**src/hw/rtl/rpr_pkg.sv**
```systemverilog
// ----------------------------------------------------------------------------
// rpr_pkg
// Shared constants, types and helpers for the row prefix rectangle sum unit.
// ----------------------------------------------------------------------------
package rpr_pkg;

	localparam int MAX_ROWS_DEF = 64;
	localparam int MAX_COLS_DEF = 64;

	localparam int DATA_W    = 32;
	localparam int COORD_W   = 6;
	localparam int CFG_W     = 7;
	localparam int CFG_IDX_W = 1;

	localparam logic [CFG_IDX_W-1:0] CFG_NUM_ROWS = 1'b0;
	localparam logic [CFG_IDX_W-1:0] CFG_NUM_COLS = 1'b1;

	localparam logic [CFG_W-1:0] NUM_ROWS_RST = 7'd64;
	localparam logic [CFG_W-1:0] NUM_COLS_RST = 7'd64;

	localparam logic FUNC_LOAD  = 1'b0;
	localparam logic FUNC_QUERY = 1'b1;

	localparam logic STATUS_OK    = 1'b0;
	localparam logic STATUS_RANGE = 1'b1;

	typedef struct packed {
		logic [CFG_W-1:0] rows;
		logic [CFG_W-1:0] cols;
	} rpr_size_t;

	// zero counts as one, anything above the maximum counts as the maximum
	function automatic logic [CFG_W-1:0] eff_size(logic [CFG_W-1:0] v, int maxv);
		logic [CFG_W-1:0] r;
		if (v == '0) begin
			r = CFG_W'(1);
		end else if (int'(v) > maxv) begin
			r = CFG_W'(maxv);
		end else begin
			r = v;
		end
		return r;
	endfunction

endpackage

```
**src/hw/rtl/rpr_query.sv**
```systemverilog
// ----------------------------------------------------------------------------
// rpr_query
// Rectangle query sequencer: walks the rows, reads two prefixes per row,
// accumulates the differences and holds the result register.
// ----------------------------------------------------------------------------
module rpr_query import rpr_pkg::*; #(
	parameter int MAX_COLS = MAX_COLS_DEF,
	parameter int AW       = $clog2(MAX_ROWS_DEF * MAX_COLS_DEF)
) (
	input  logic               clk,
	input  logic               arst_n,
	input  logic               go,
	input  logic [COORD_W-1:0] row_first,
	input  logic [COORD_W-1:0] col_first,
	input  logic [COORD_W-1:0] row_last,
	input  logic [COORD_W-1:0] col_last,
	input  rpr_size_t          size,
	output logic [AW-1:0]      rd_hi_addr,
	output logic [AW-1:0]      rd_lo_addr,
	input  logic [DATA_W-1:0]  rd_hi_data,
	input  logic [DATA_W-1:0]  rd_lo_data,
	output logic               busy,
	output logic               result_valid,
	input  logic               result_ready,
	output logic [DATA_W-1:0]  rect_sum,
	output logic               status
);

	localparam logic [1:0] ST_IDLE  = 2'd0;
	localparam logic [1:0] ST_RUN   = 2'd1;
	localparam logic [1:0] ST_DRAIN = 2'd2;
	localparam logic [1:0] ST_DONE  = 2'd3;

	logic [1:0]         state_q;
	logic [COORD_W-1:0] row_q;
	logic [COORD_W-1:0] row_last_q;
	logic [COORD_W-1:0] col_first_q;
	logic [COORD_W-1:0] col_last_q;
	logic               vld_s1;
	logic [DATA_W-1:0]  acc_q;
	logic               err_q;
	logic               res_valid_q;
	logic [DATA_W-1:0]  res_sum_q;
	logic               res_status_q;
	logic               range_err;
	logic [AW-1:0]      row_base;
	logic [DATA_W-1:0]  lo_val;

	assign range_err = (CFG_W'(row_first) >= size.rows) || (CFG_W'(row_last) >= size.rows) ||
		(CFG_W'(col_first) >= size.cols) || (CFG_W'(col_last) >= size.cols);

	assign row_base   = AW'(row_q) * AW'(MAX_COLS);
	assign rd_hi_addr = row_base + AW'(col_last_q);
	assign rd_lo_addr = row_base + AW'(col_first_q) - AW'(1);
	assign lo_val     = (col_first_q == '0) ? '0 : rd_lo_data;

	assign busy         = (state_q != ST_IDLE);
	assign result_valid = res_valid_q;
	assign rect_sum     = res_sum_q;
	assign status       = res_status_q;

	always_ff @(posedge clk or negedge arst_n) begin
		if (!arst_n) begin
			state_q     <= ST_IDLE;
			vld_s1      <= 1'b0;
			res_valid_q <= 1'b0;
		end else begin
			vld_s1 <= (state_q == ST_RUN);
			if (state_q == ST_DONE && (!res_valid_q || result_ready)) begin
				res_valid_q <= 1'b1;
			end else if (res_valid_q && result_ready) begin
				res_valid_q <= 1'b0;
			end
			case (state_q)
				ST_IDLE: begin
					if (go) begin
						if (range_err || (row_first > row_last)) begin
							state_q <= ST_DONE;
						end else begin
							state_q <= ST_RUN;
						end
					end
				end
				ST_RUN: begin
					if (row_q == row_last_q) begin
						state_q <= ST_DRAIN;
					end
				end
				ST_DRAIN: begin
					state_q <= ST_DONE;
				end
				ST_DONE: begin
					if (!res_valid_q || result_ready) begin
						state_q <= ST_IDLE;
					end
				end
				default: begin
					state_q <= ST_IDLE;
				end
			endcase
		end
	end

	always_ff @(posedge clk) begin
		if (state_q == ST_IDLE && go) begin
			row_q       <= row_first;
			row_last_q  <= row_last;
			col_first_q <= col_first;
			col_last_q  <= col_last;
			acc_q       <= '0;
			err_q       <= range_err ? STATUS_RANGE : STATUS_OK;
		end else begin
			if (state_q == ST_RUN && row_q != row_last_q) begin
				row_q <= row_q + COORD_W'(1);
			end
			if (vld_s1) begin
				acc_q <= acc_q + (rd_hi_data - lo_val);
			end
		end
		if (state_q == ST_DONE && (!res_valid_q || result_ready)) begin
			res_sum_q    <= acc_q;
			res_status_q <= err_q;
		end
	end

endmodule

```
**config.mk**
```make
export PLATFORM = sky130hd
export DESIGN_NAME = rpr_query
export DESIGN_NICKNAME = d
export VERILOG_FILES = /design/src/hw/rtl/rpr_pkg.sv /design/src/hw/rtl/rpr_query.sv
export SDC_FILE = /design/constraint.sdc
export NUM_CORES = 1
export LEC_CHECK = 0
export BUFFER_PORTS_ARGS = -buffer_cell sky130_fd_sc_hd__buf_2
export CAP_MARGIN = 20
export CORE_ASPECT_RATIO = 0.75
export CORE_UTILIZATION = 30
export CTS_BUF_LIST = sky130_fd_sc_hd__clkbuf_4 sky130_fd_sc_hd__clkbuf_8
export DETAILED_ROUTE_END_ITERATION = 16
export PLACE_DENSITY = 0.51
export SYNTH_ARGS = -nofsm -noshare
export SYNTH_HDL_FRONTEND = slang
export SYNTH_SLANG_ARGS = --single-unit
```
**constraint.sdc**
```tcl
create_clock -name clk -period 7.5 [get_ports clk]
set_input_delay 0 -clock clk [delete_from_list [all_inputs] [get_ports clk]]
set_output_delay 0 -clock clk [all_outputs]
set_load 0.005 [all_outputs]
```
Word level (Yosys, flattened, before mapping)
Index checks and enable logic that the tools add are counted.
- register bits: 94
- bits of input ports: 106
- logic and storage cells: 57
- add/subtract/negate cells: 6
- order comparisons: 5
- eq/ne operators: 8
- muxes and demuxes: 11
- reduce and logical (&&, ||, !) cells: 16
- operator list (kind ; count):
    $add 32x32->32 ; 1
    $mux 32 ; 1
    $sub 32x32->32 ; 1
    $ge 6x7->1 ; 4
    $add 12x6->12 ; 2
    $mux 6 ; 2
    $sub 12x1->12 const B ; 1
    $mux 2 ; 4
    $pmux 2 s4 ; 1
    $add 6x1->6 const B ; 1
    $eq 6x6->1 ; 1
    $gt 6x6->1 ; 1
    $logic_not 6->1 ; 1
    $ne 6x6->1 ; 1
    $reduce_bool 2->1 ; 3
    $logic_or 1x1->1 ; 5
    $eq 2x2->1 const B ; 2
    $logic_and 1x1->1 ; 4
    $ne 2x1->1 const B ; 2
    $mux 1 ; 3
    $reduce_and 3->1 ; 1
    $eq 2x1->1 const B ; 1
    $logic_not 2->1 ; 1
    $ne 2x2->1 const B ; 1
    $logic_not 1->1 ; 1

Logic depth before layout (Yosys ltp)
- depth after elaboration: 8
- gate-level depth with buffers: 16
- mapped depth without buffers: 16

Worst setup path after synthesis
No wires, ideal clock.
- path kind: register to register
- from: register col_first_q[2]
- to: register acc_q[23]
- arrival: 3.540 ns
- slack: 3.856 ns
- stages on the path, launching flop included: 15
- buffers on the path: 1
- cell sequence: edfxtp_1 -> nor3_1 -> nand3b_1 -> clkbuf_1 -> and2_1 -> fa_1 -> inv_1 -> ha_1 -> a21o_1 -> a21oi_1 -> o21ai_2 -> a211o_1 -> a31o_1 -> and3_1 -> a2111oi_2
- cells in the longest elaborated chain, start to end: 4
- ends and longest elaborated chain (element ; RTL line ; source):
    start, declared ; rpr_query.sv:37 ; logic [COORD_W-1:0] col_first_q;
    start signal, assigned ; rpr_query.sv:108 ; col_first_q <= col_first;
    $logic_not 6->1 ; rpr_query.sv:55 ; assign lo_val = (col_first_q == '0) ? '0 : rd_lo_data;
    $mux 32 ; rpr_query.sv:55 ;
    $sub 32x32->32 ; rpr_query.sv:117 ; acc_q <= acc_q + (rd_hi_data - lo_val);
    $add 32x32->32 ; rpr_query.sv:117 ;
    end signal, assigned ; rpr_query.sv:117 ;
    end, declared ; rpr_query.sv:40 ; logic [DATA_W-1:0] acc_q;
Every way passes these cells.
A chain may end at the register's enable or synchronous reset.

Worst setup path after layout
- from: register col_first_q[2]
- to: register acc_q[31]
Same word-level chain as after synthesis.

==> impl_metrics.py <==
metrics = {
    "timing": {
        "slew_viol_final": 0,
        "setup_violations": 0,
        "max_slew.worst_pin.slew_ns": 0.942,
        "hold_slack_ns": 0.118,
        "period_share_pct": 53.0,
        "finalSetupTns_ns": 0,
        "fin_skew_ns": 0.0140,
        "rsz0062_at_grt": "false",
        "relSlewSlack_pct": 37.2,
        "setup_slack_ns": 3.52,
        "fmax_mhz": 252,
        "hold_viol": 0,
        "fin_crit_ns": 3.98,
    },
    "critical_path": {
        "crit_type": "reg2reg",
        "arrival_ns": 4.30,
        "rr_endpoint": "acc_q[31]",
        "crit_required_ns": 7.82,
        "reg2reg_depth": 14,
        "r2r-start": "col_first_q[2]",
        "crit_path_start_kind": "flip-flop",
        "endpoint": "acc_q[31]",
        "cp-end-kind": "flip-flop",
        "r2r_slack_ns": 3.52,
        "crit_start": "col_first_q[2]",
        "cp_max_fo": 34,
    },
    "yosys": {
        "syn_nets": 997,
        "syn_area_per_cell_sq_um": 9.21,
        "yosys_warnings": 0,
        "synthFlopType": "edfxtp_1",
        "async_flop_share_pct": 4.26,
        "synth_edf_count": 58,
        "netlist_area_sq_um": 7280,
        "synthDistinctLibCells": 69,
        "ys_seq_area_share_pct": 34.1,
        "ys_ff_latch": 94,
        "syn_inst": 790,
    },
    "global_route": {
        "grt.total_usage_pct": 16.0,
        "grt_first_pass_wirelength_mm": 30.5,
        "grt_pass1_vias": 5749,
        "antenna_found_initial": 1,
        "grt_max_degree": 44,
        "overflow": 0,
    },
    "drt": {
        "routedWlPerCell_um": 15.1,
        "drt-vias-per-instance": 4.61,
        "antenna_left": 0,
        "drt_wl_total_mm": 19.2,
        "num_vias": 5890,
        "dr.pass1.iters": 5,
        "drcViolationCount": 0,
        "drt_iter0_drc": 226,
    },
    "final_layout": {
        "drive_gt1_share_pct": 20.5,
        "area_delta_synth_final_pct": 22.7,
        "fillers": 2458,
        "final_cells": 1277,
        "num_antenna_cells": 0,
        "final_nets": 1179,
    },
    "placement": {
        "io_buffers": 164,
        "dp.cells": 1233,
        "gp_congestion": 0.882,
        "place_hpwl_mm": 14.9,
        "pre_cts_slack_ns": 3.47,
    },
    "die": {
        "die_area_sq_um": 24900,
        "die_y_um": 137,
        "die_w_um": 182,
        "io_pins": 165,
        "num_rows": 48,
        "core-area_sq_um": 23400,
        "start_util_pct": 31.1,
    },
    "clock_tree": {
        "root_buffer": "clkbuf_8",
        "insertion_delay_ns": 0.39,
        "path_clk_slew_ns": 0.10,
        "cts_inserted_buffers": 9,
        "cts_tree": "done",
        "cts_buffer_depth": 2,
        "post_cts_buffers": 0,
        "htree_num_levels": 3,
        "clock-sinks": 94,
    },
    "run_status": {
        "status": "finished, final reports clean",
    },
    "flow_run": {
        "cap_violations": 0,
    },
    "min_path": {
        "hold_path.class": "in2reg",
    },
    "power_and_ir_drop": {
        "power.density_nw_per_um2": 400,
        "p_leak_nw": 4.32,
        "ir_drop_v": 0.000129,
    },
}
==> logic make-up (layout without fill, tap and decap cells) <==
logic type | count (synthesis) | after routing | synth area share, %
buffers and inverters | 185 | 372 | 9.68
DFF | 94 | 94 | 34.1
and+or+nand+nor | 203 | 203 | 14.3
adders and majority gates | 101 | 101 | 20.6
xor gates and xnor gates | 42 | 42 | 5.05
muxes | 14 | 14 | 1.92
AOI/OAI and AO/OA | 151 | 151 | 14.4
==> registers in the layout, summed over array words and instances, names as in the netlist <==
register / cells
rect_sum: 32
state_q: 2
col_last_q: 6
acc_q: 32
result_valid: 1
row_last_q: 6
status: 1
err_q: 1
col_first_q: 6
vld_s1: 1
row_q: 6
==> cell usage in the layout (no fill, tap or decap), types with 15 or more instances in the layout <==
cell type / n
a21oi_1: 42
ha_1: 70
inv_1: 159
nor2_1: 44
xnor2_1: 27
nand2_1: 43
dlygate4sd3_1: 28
nor3_1: 18
and2_1: 32
buf_2: 164
o21ai_0: 24
edfxtp_1: 58
dfxtp_1: 32
a21o_1: 21
fa_1: 31
xor2_1: 15
==> critical path, cell delays in order (launching register included) <==
cell      delay, ns
edfxtp_1       0.45
nor3_1         0.27
nand3b_1       0.10
buf_4          0.25
and2_1         0.21
fa_1           0.53
inv_1          0.05
ha_1           0.28
a21o_1         0.17
a21oi_1        0.29
o21ai_2        0.18
a211oi_1       0.46
nor4_1         0.16
o311a_1        0.31
nor3_1         0.17
==> synthesized netlist by cell type, types with 4 or more instances <==
library cell,number,share of area [%]
inv_1,159,8.2
dfrtp_1,4,1.4
edfxtp_1,58,24
fa_1,31,8.5
dfxtp_1,32,8.8
a21oi_1,42,2.9
and2_1,33,2.8
nand3_1,12,0.83
mux2i_1,14,1.9
ha_1,70,12
o21a_1,6,0.62
a31oi_1,4,0.34
and3_1,4,0.34
xor2_1,15,1.8
a211oi_1,7,0.72
a21o_1,21,2.2
o21ai_0,24,1.7
clkbuf_1,20,1.0
nor2_1,44,2.3
o211ai_1,4,0.41
nor2b_1,8,0.69
nand4_1,12,1.0
nor3_1,18,1.2
nand2_1,43,2.2
nand2b_1,9,0.77
xnor2_1,27,3.2
==> timing repair <==
| item | in CTS | in global routing |
|---|---|---|
| hold buffers | 28 | 0 |
| resized for setup | 0 | 0 |
| hold endpoints to repair | 30 | 0 |
==> worst min path at each step <==
stage / from / end / cells after the start
floorplan: arst_n / result_valid / 0
global placement: arst_n / result_valid / 1
detailed placement: arst_n / result_valid / 1
CTS: size[13] / err_q / 3
global route: size[13] / err_q / 3
finish: size[13] / err_q / 3
==> layout make-up <==
type                            instances  area (sq um)  area share (%)
Multi-Input combinational cell        511          4090            45.8
Sequential cell                        94          2480            27.8
Timing Repair Buffer                  196          1130            12.7
Inverter                              160           601            6.72
Tap cell                              300           375            4.20
Clock buffer                           12           153            1.71
Clock inverter                          4          95.1            1.06
==> layer usage <==
layer,global-route usage [%],wire length [um]
met1,21.8,9580
met2,24.6,8090
met3,5.24,1400
met4,2.94,131
met5,0,13
==> report_power, final <==
group          switching (W)  internal [W]  total, W
clock network       0.000196      0.000238  0.000434
registers           0.000142      0.000819  0.000961
logic                0.00128      0.000897   0.00218
total                0.00162       0.00195   0.00357
==> per-stage QoR <==
step,total power [W],instance area [sq um],utilization (%)
2_1_floorplan,0.00253,7280,-
3_3_place_gp,0.00315,8400,35.9
3_5_place_dp,0.00315,8400,35.9
4_1_cts,0.00362,8930,38.1
5_1_grt,0.00393,8930,38.1
6_report,0.00357,8930,38.1
(Power assumes the default switching activity.)
