[src/hw/rtl/rpr_pkg.sv]
// ----------------------------------------------------------------------------
// rpr_pkg
// Shared constants, types and helpers for the row prefix rectangle sum unit.
// ----------------------------------------------------------------------------
package rpr_pkg;

	localparam int MAX_ROWS_DEF = 64;
	localparam int MAX_COLS_DEF = 64;

	localparam int DATA_W    = 32;
	localparam int COORD_W   = 6;
	localparam int CFG_W     = 7;
	localparam int CFG_IDX_W = 1;

	localparam logic [CFG_IDX_W-1:0] CFG_NUM_ROWS = 1'b0;
	localparam logic [CFG_IDX_W-1:0] CFG_NUM_COLS = 1'b1;

	localparam logic [CFG_W-1:0] NUM_ROWS_RST = 7'd64;
	localparam logic [CFG_W-1:0] NUM_COLS_RST = 7'd64;

	localparam logic FUNC_LOAD  = 1'b0;
	localparam logic FUNC_QUERY = 1'b1;

	localparam logic STATUS_OK    = 1'b0;
	localparam logic STATUS_RANGE = 1'b1;

	typedef struct packed {
		logic [CFG_W-1:0] rows;
		logic [CFG_W-1:0] cols;
	} rpr_size_t;

	// zero counts as one, anything above the maximum counts as the maximum
	function automatic logic [CFG_W-1:0] eff_size(logic [CFG_W-1:0] v, int maxv);
		logic [CFG_W-1:0] r;
		if (v == '0) begin
			r = CFG_W'(1);
		end else if (int'(v) > maxv) begin
			r = CFG_W'(maxv);
		end else begin
			r = v;
		end
		return r;
	endfunction

endpackage

[src/hw/rtl/rpr_load.sv]
// ----------------------------------------------------------------------------
// rpr_load
// Row-major load sequencer: running row sum and store write generation.
// ----------------------------------------------------------------------------
module rpr_load import rpr_pkg::*; #(
	parameter int MAX_COLS = MAX_COLS_DEF,
	parameter int AW       = $clog2(MAX_ROWS_DEF * MAX_COLS_DEF)
) (
	input  logic              clk,
	input  logic              arst_n,
	input  logic              restart,
	input  logic              go,
	input  logic [DATA_W-1:0] element,
	input  rpr_size_t         size,
	output logic              wr_en,
	output logic [AW-1:0]     wr_addr,
	output logic [DATA_W-1:0] wr_data
);

	logic [CFG_W-1:0]  row_q;
	logic [CFG_W-1:0]  col_q;
	logic [DATA_W-1:0] sum_q;
	logic              done_q;
	logic              outside;
	logic [CFG_W-1:0]  row_nxt;
	logic [CFG_W-1:0]  col_nxt;

	assign outside = (row_q >= size.rows) || (int'(col_q) >= MAX_COLS);
	assign row_nxt = row_q + CFG_W'(1);
	assign col_nxt = col_q + CFG_W'(1);

	assign wr_en   = go && !done_q && !outside;
	assign wr_data = (col_q == '0) ? element : sum_q + element;
	assign wr_addr = AW'(row_q) * AW'(MAX_COLS) + AW'(col_q);

	always_ff @(posedge clk or negedge arst_n) begin
		if (!arst_n) begin
			row_q  <= '0;
			col_q  <= '0;
			sum_q  <= '0;
			done_q <= 1'b0;
		end else if (restart) begin
			row_q  <= '0;
			col_q  <= '0;
			sum_q  <= '0;
			done_q <= 1'b0;
		end else if (go && !done_q) begin
			if (outside) begin
				done_q <= 1'b1;
			end else begin
				sum_q <= wr_data;
				if (col_nxt >= size.cols) begin
					col_q <= '0;
					row_q <= row_nxt;
					if (row_nxt >= size.rows) begin
						done_q <= 1'b1;
					end
				end else begin
					col_q <= col_nxt;
				end
			end
		end
	end

endmodule

[config.mk]
export PLATFORM = sky130hd
export DESIGN_NAME = rpr_load
export DESIGN_NICKNAME = d
export VERILOG_FILES = /design/src/hw/rtl/rpr_pkg.sv /design/src/hw/rtl/rpr_load.sv
export SDC_FILE = /design/constraint.sdc
export NUM_CORES = 1
export LEC_CHECK = 0
export BUFFER_PORTS_ARGS = -buffer_cell sky130_fd_sc_hd__buf_2
export CAP_MARGIN = 10
export CORE_MARGIN = 5
export CORE_UTILIZATION = 50
export DETAILED_ROUTE_END_ITERATION = 8
export HOLD_SLACK_MARGIN = 0.03
export MAX_ROUTING_LAYER = met4
export PLACE_DENSITY = 0.73
export SETUP_SLACK_MARGIN = 0.1
export SLEW_MARGIN = 30
export SYNTH_ARGS = -nofsm -noshare
export SYNTH_HDL_FRONTEND = slang
export SYNTH_SLANG_ARGS = --single-unit
[constraint.sdc]
create_clock -name clk -period 3.7 [get_ports clk]
set_input_delay 0.555 -clock clk [delete_from_list [all_inputs] [get_ports clk]]
set_output_delay 0.555 -clock clk [all_outputs]
set_load 0.05 [all_outputs]
## After elaboration in Yosys (flattened, before gate mapping)

Index checks and enable logic that the tools add are counted.
Widths: inputs -> output; s select.

- Bits in registers: 47
- Input bits: 50
- Output and inout port bits: 45
- Word-level logic and storage cells: 43

- Add/subtract/negate cells: 4
- Magnitude comparators: 4
- Equal/unequal tests: 1
- Mux-type cells: 17
- Reductions and logical operators: 13

Operators with widths:

| operator | count |
|---|---|
| $mux 32 | 4 |
| $mux 7 | 8 |
| $add 32x32->32 | 1 |
| $ge 7x7->1 | 3 |
| $add 7x1->7 const B | 2 |
| $add 12x7->12 | 1 |
| $ge 7x7->1 const B | 1 |
| $logic_not 7->1 | 1 |
| $reduce_and 3->1 | 2 |
| $reduce_bool 3->1 | 2 |
| $mux 1 | 5 |
| $reduce_bool 2->1 | 2 |
| $logic_and 1x1->1 | 2 |
| $logic_not 1->1 | 2 |
| $ne 2x2->1 const B | 1 |
| $reduce_and 2->1 | 1 |
| $logic_or 1x1->1 | 1 |

## Longest topological paths before layout

Gate-level depths: netlist of the first run.

- Depth in word-level cells: 7
- Gate-level depth with buffers: 13
- Depth with buffers taken out: 11

## Worst setup path after synthesis of the first run

Ideal clock, no wire load.

- Kind: input to output
- From: in element[0]
- To: out wr_data[16]
- Arrival time: 3.763 ns
- Data required time: 3.145 ns
- Path slack: -0.618 ns
- Cell stages on the path: 10
- Buffers on the path: 0
- Cells stage by stage: ha_1 fa_1 a21o_2 a311oi_2 nor3b_2 a211o_4 a21o_2 a21o_1 xnor2_1 o21ai_0

- Word-level cells in the longest chain between the ends: 2

RTL lines:

| what | RTL line | RTL |
|---|---|---|
| start, declared | rpr_load.sv:13 | `input logic [DATA_W-1:0] element,` |
| $add 32x32->32 | rpr_load.sv:33 | `assign wr_data = (col_q == '0) ? element : sum_q + element;` |
| $mux 32 | rpr_load.sv:33 |  |
| end, declared | rpr_load.sv:17 | `output logic [DATA_W-1:0] wr_data` |

Every way passes these cells.

## Final worst setup path of the first run

- From: reg sum_q[0]
- To: out wr_data[16]

- Word-level cells in the longest chain between the ends: 2

RTL lines:

| what | RTL line | RTL |
|---|---|---|
| start, declared | rpr_load.sv:22 | `logic [DATA_W-1:0] sum_q;` |
| start signal, assigned | rpr_load.sv:51 | `sum_q <= wr_data;` |
| $add 32x32->32 | rpr_load.sv:33 |  |
| $mux 32 | rpr_load.sv:33 |  |

Every way passes these cells.

==> impl_metrics.json, run 1 <==
{
  "clock_latency_ns": 0.33,
  "synth-seq-cells": 47,
  "arrival_ns": 3.14,
  "hp-class": "in2async",
  "top_level_ports": 95,
  "startpoint_type": "flop",
  "clk_path_buf_depth": 2,
  "antenna_cells": 0,
  "synth_nets": 734,
  "synth_area_sq_um": 4930,
  "wl_per_cell_um": 16.5,
  "final_area_sq_um": 5920,
  "synth.distinct_cells": 67,
  "cpPeakStageDelay_ns": 0.40,
  "clockRootBuffer": "clkbuf_8",
  "syn_inst": 626,
  "yosys.area.top_type": "dfrtp_1",
  "grt_overflow_total": 0,
  "ys.flop_type": "dfrtp_1",
  "peakVddDrop_mv": 0.241,
  "finalSetupViolations": 0,
  "crit_required_ns": 3.14,
  "leakagePower_nw": 2.98,
  "power_density_nw_per_um2": 361,
  "nFillCells": 861,
  "num_rows": 36,
  "dp_worst_setup_slack_ns": -0.120,
  "worst_slew_pin_slew_ns": 0.936,
  "synthAdderAreaFrac_pct": 14.9,
  "area_growth_pct": 20.0,
  "crit_path_max_fanout": 4,
  "synth_top_cells_by_area": "dfrtp_1, ha_1, a21oi_1",
  "maxCapViolCount": 0,
  "period_share_pct": 99.9,
  "drtIter0Drc": 344,
  "vias": 5042,
  "finalMaxSlewViolations": 0,
  "portBuffers": 94,
  "synth_top_cell_area_share_pct": 23.8,
  "drive_above_1_share_pct": 25.5,
  "dp_hpwl_mm": 10.3,
  "synth_area_per_cell_sq_um": 7.88,
  "report.final.hold_viol_count": 0,
  "gp_congestion": 0.903,
  "nets": 825,
  "r2r_start": "sum_q[0]",
  "synth_xor_area_share_pct": 6.57,
  "finClkSkew_ns": 0.0121,
  "path_cells": "ha_2 -> fa_2 -> a21o_2 -> a311oi_2 -> nor3b_2 -> a211o_4 -> a21o_2 -> a21o_1 -> xnor2_2 -> o21ai_2 -> buf_6",
  "synthSimpleGateAreaFrac_pct": 20.8,
  "hold_buffers": 0,
  "finalWirelength_mm": 14.1,
  "grt_max_degree": 52,
  "ant_nets": 0,
  "synth_top_family_by_area": "compound AO/OA/AOI/OAI gates",
  "status": "finished, final reports clean",
  "grt_pass1_wl_mm": 23.1,
  "rsz0062_at_grt": "yes",
  "fin_crit_ns": 3.70,
  "drc": 0,
  "finalSetupTns_ns": 0,
  "cts_made_buffers": 5,
  "synth_warnings": 0,
  "die_w_um": 109,
  "synth_compound_area_share_pct": 27.8,
  "die_h_um": 109,
  "critPathSlowestCell": "dfrtp_1",
  "start_util_pct": 50.9,
  "fin_ws_ns": 0.00312,
  "clock-sinks": 47,
  "max_clock_freq_ghz": 0.270,
  "crit_type": "reg2out",
  "viasPerCell": 5.92,
  "fin_util_pct": 61.1,
  "grt_pass1_vias": 4929,
  "antenna_found_initial": 0,
  "drtPass1Iterations": 5,
  "synth_edf_count": 0,
  "htreeDepth": 2,
  "coreArea_sq_um": 9680,
  "slew_headroom_pct": 37.6,
  "cts_tree": "yes",
  "dieArea_sq_um": 12000,
  "yosysSeqAreaShare_pct": 23.8,
  "end_kind": "output port",
  "startpoint": "sum_q[0]",
  "place_area_sq_um": 5640,
  "clkTransAtPathRegs_ns": 0.10,
  "path_common_cell": "a21o_2",
  "ys_async_sr_fraction_pct": 100,
  "synth_mux_area_share_pct": 0.634,
  "track_usage_pct": 24.2
}
-- flip-flops by register name (all words and copies together) (netlist names) --
register,cells
sum_q,32
row_q,7
done_q,1
col_q,7
-- routing by layer --
metal  GRT usage [%]  vias to the layer above  wire (um)
li1                -                     2457          -
met1            30.7                     2401       6200
met2            40.1                      162       6900
met3            4.35                       22        783
met4            5.88                        0        174
met5               -                        -          0
-- cell families (layout without fill, tap and decap cells) --
| logic type | Yosys count | in the layout |
|---|---|---|
| buf+inv | 64 | 156 |
| simple gates | 212 | 212 |
| compound gates | 205 | 205 |
| xor+xnor | 37 | 37 |
| mux | 3 | 3 |
| flops | 47 | 47 |
| fa+ha+maj | 58 | 58 |
-- through the flow --
step / std cells / hold slack (ns) / power, W
3_5_place_dp: 840 / 0.525 / 0.00172
4_1_cts: 849 / 0.272 / 0.00208
2_1_floorplan: 626 / 0.259 / 0.00143
6_report: 851 / 0.240 / 0.00213
5_1_grt: 851 / 0.304 / 0.00226
3_3_place_gp: 840 / 0.516 / 0.00170
-- synthesized netlist by cell type (all sizes together) (9+ instances only) --
library cell  count
xor2             15
nand2            65
nor2             52
inv              27
a21o             25
nor3             16
o21ai            44
nand2b            9
nand3            22
a21oi            66
a31oi            15
dfrtp            47
clkbuf           29
ha               57
xnor2            22
-- path summary, 6_finish.rpt --
kind                               end  slack [ns]  cells after the start
min in group clk             sum_q[27]        0.53                      3
setup / recovery           wr_data[16]       0.003                     11
hold reg to reg              sum_q[17]        0.54                      2
hold / removal               sum_q[23]        0.24                      1
setup reg to reg             sum_q[26]        0.63                     10
max in group asynchronous     sum_q[1]        3.02                      1
-- layout by cell type (no fill, tap or decap), types with 5 or more instances in the layout --
master,n
or4_1,5
buf_4,32
and2_1,5
o21ai_2,5
buf_2,81
nand4_1,5
a21o_1,22
buf_6,6
a21oi_1,57
nand3_1,20
a21oi_2,7
nand2_1,64
clkbuf_8,5
and3_1,7
nand2b_1,9
nor3_1,15
nor2_1,51
o21ba_2,5
xor2_1,14
ha_1,52
nor2b_1,5
inv_1,27
dfrtp_1,47
ha_2,5
a32o_1,5
o21ai_1,5
a31oi_1,15
o211a_1,5
o21ai_0,34
xnor2_1,21
-- worst max-delay path: cells and delay by family (launching register included) --
| kind | cells | cell delay (ns) |
|---|---|---|
| AO/OA/AOI/OAI | 6 | 1.42 |
| adder cells (fa/ha/maj) | 2 | 0.55 |
| flip-flops | 1 | 0.40 |
| buffers and inverters | 1 | 0.18 |
| XOR/XNOR | 1 | 0.15 |
| AND/OR/NAND/NOR | 1 | 0.10 |
-- where the power goes --
group | total (W) | switching (W) | internal [W]
Combinational | 0.00122 | 0.000798 | 0.000421
Clock | 0.000338 | 0.000206 | 0.000132
Sequential | 0.000577 | 0.0000275 | 0.000550
-- cell type report --
class                   count  area (sq um)  area share [%]
well taps                 133           166            2.81
repair buffers            121           728            12.3
multi-input cells         515          3660            61.8
clock buffers               5          68.8            1.16
inverters                  27           101            1.71
clock inverters             3          20.0           0.338
flip-flops and latches     47          1180            19.9
-- timing repair --
item / in CTS / in global routing
pin swaps: 6 / 6
endpoints found under the setup margin: 13 / 17
buffers inserted: 1 / 2
gates resized for setup: 18 / 31
(Power assumes the default switching activity.)
==> run 2, diff against run 1 <==
CORE_UTILIZATION = 37   (was 50)
PLACE_DENSITY = default   (was 0.73)
==> impl_metrics.json, run 2 (synthesized netlist as in run 1, its figures left out) <==
{
  "dieArea_sq_um": 15700,
  "hp-class": "in2async",
  "peakVddDrop_mv": 0.201,
  "cts_made_buffers": 5,
  "drtPass1Iterations": 5,
  "report.final.hold_viol_count": 0,
  "ff2ff_path_depth": 11,
  "final_area_sq_um": 6120,
  "fin_ws_ns": 0.0728,
  "viasPerCell": 5.50,
  "clock_latency_ns": 0.30,
  "wl_per_cell_um": 16.0,
  "cts_tree": "yes",
  "startpoint_type": "flop",
  "grt_pass1_wl_mm": 23.9,
  "nets": 832,
  "dp_hpwl_mm": 10.8,
  "die_w_um": 125,
  "drc": 0,
  "arrival_ns": 3.07,
  "coreArea_sq_um": 13100,
  "clock-sinks": 47,
  "htreeDepth": 2,
  "num_rows": 42,
  "crit_required_ns": 3.14,
  "worst_slew_pin_slew_ns": 0.902,
  "top_regs": "sum_q (32), col_q (7), row_q (7)",
  "top_level_ports": 95,
  "drtIter0Drc": 372,
  "die_h_um": 125,
  "antenna_found_initial": 0,
  "final_cell_mix": "buf_2, nand2_1, a21oi_1, ha_1, nor2_1",
  "regMostFlops": "sum_q",
  "clk_path_buf_depth": 2,
  "place_area_sq_um": 5700,
  "antenna_cells": 0,
  "rsz0062_at_grt": "yes",
  "crit_type": "reg2out",
  "grt_max_degree": 45,
  "vias": 4955,
  "power_density_nw_per_um2": 371,
  "area_growth_pct": 24.0,
  "period_share_pct": 98.0,
  "finalSetupTns_ns": 0,
  "leakagePower_nw": 3.05,
  "drive_above_1_share_pct": 25.1,
  "track_usage_pct": 18.5,
  "crit_path_max_fanout": 4,
  "start_util_pct": 37.6,
  "finClkSkew_ns": 0.00510,
  "clockRootBuffer": "clkbuf_16",
  "regArea_sq_um": 1180,
  "grt_overflow_total": 0,
  "ant_nets": 0,
  "portBuffers": 94,
  "maxCapViolCount": 0,
  "largest_register_ffs": 32,
  "finalWirelength_mm": 14.4,
  "clkTransAtPathRegs_ns": 0.07,
  "mostFrequentLayoutCell": "buf_2",
  "multi_input_area_sq_um": 3690,
  "gp_congestion": 0.937,
  "fin_crit_ns": 3.63,
  "dp_worst_setup_slack_ns": -0.184,
  "grt_pass1_vias": 4945,
  "end_kind": "output port",
  "nFillCells": 1333,
  "status": "finished, final reports clean",
  "finalSetupViolations": 0,
  "slew_headroom_pct": 39.9,
  "max_clock_freq_ghz": 0.276,
  "finalMaxSlewViolations": 0
}
-- run 2: final timing paths --
check | endpoint | slack [ns] | from
worst max-delay path | wr_data[16] | 0.07 | sum_q[0]
min in group clk | sum_q[20] | 0.53 | sum_q[20]
worst min-delay path | sum_q[9] | 0.20 | arst_n
worst max register to register | row_q[2] | 0.56 | row_q[0]
max in group asynchronous | row_q[6] | 2.72 | arst_n
worst min register to register | sum_q[20] | 0.53 | sum_q[20]
-- run 2: what timing repair did --
item,4_1_cts,5_1_grt
pin swaps,16,16
setup endpoints to repair,13,15
buffers inserted,4,4
endpoints found under the hold margin,0,0
hold buffers,0,0
gates resized for setup,25,24
-- run 2: report_power, final --
group / total [W] / switching [W] / internal, W
logic: 0.00123 / 0.000798 / 0.000430
registers: 0.000578 / 0.0000271 / 0.000550
clock network: 0.000461 / 0.000211 / 0.000250
total: 0.00227 / 0.00104 / 0.00123
-- run 2: area by class of cell --
| cell class | instances | share of cell area [%] |
|---|---|---|
| Tap cell | 176 | 3.60 |
| Timing Repair Buffer | 128 | 12.8 |
| Multi-Input combinational cell | 515 | 60.4 |
| Clock buffer | 6 | 2.11 |
| Inverter | 27 | 1.66 |
| Sequential cell | 47 | 19.2 |
| Clock inverter | 2 | 0.205 |
-- run 2: per-layer routing --
layer,track usage [%],share of wire (%)
met5,-,0
met2,31.6,50
met1,23.1,45
met3,2.69,3.7
met4,4.02,1.3
-- run 2: worst max-delay path, stage by stage, from the launching register on --
cell      delay [ns]
dfrtp_1         0.41
ha_4            0.17
fa_2            0.34
a21o_4          0.23
a311oi_4        0.24
nor3b_2         0.11
a211o_4         0.38
a21o_2          0.21
a21o_1          0.19
xnor2_1         0.14
o21ai_2         0.15
buf_6           0.19
-- run 2: stage by stage --
| step | hold WS, ns | util, % | total power [W] | cells |
|---|---|---|---|---|
| 6_report | 0.203 | 46.6 | 0.00227 | 901 |
| 2_1_floorplan | 0.259 | - | 0.00143 | 626 |
| 3_5_place_dp | 0.524 | 43.4 | 0.00173 | 885 |
| 4_1_cts | 0.225 | 45.5 | 0.00225 | 897 |
| 3_3_place_gp | 0.510 | 43.4 | 0.00171 | 885 |
| 5_1_grt | 0.246 | 46.6 | 0.00241 | 901 |
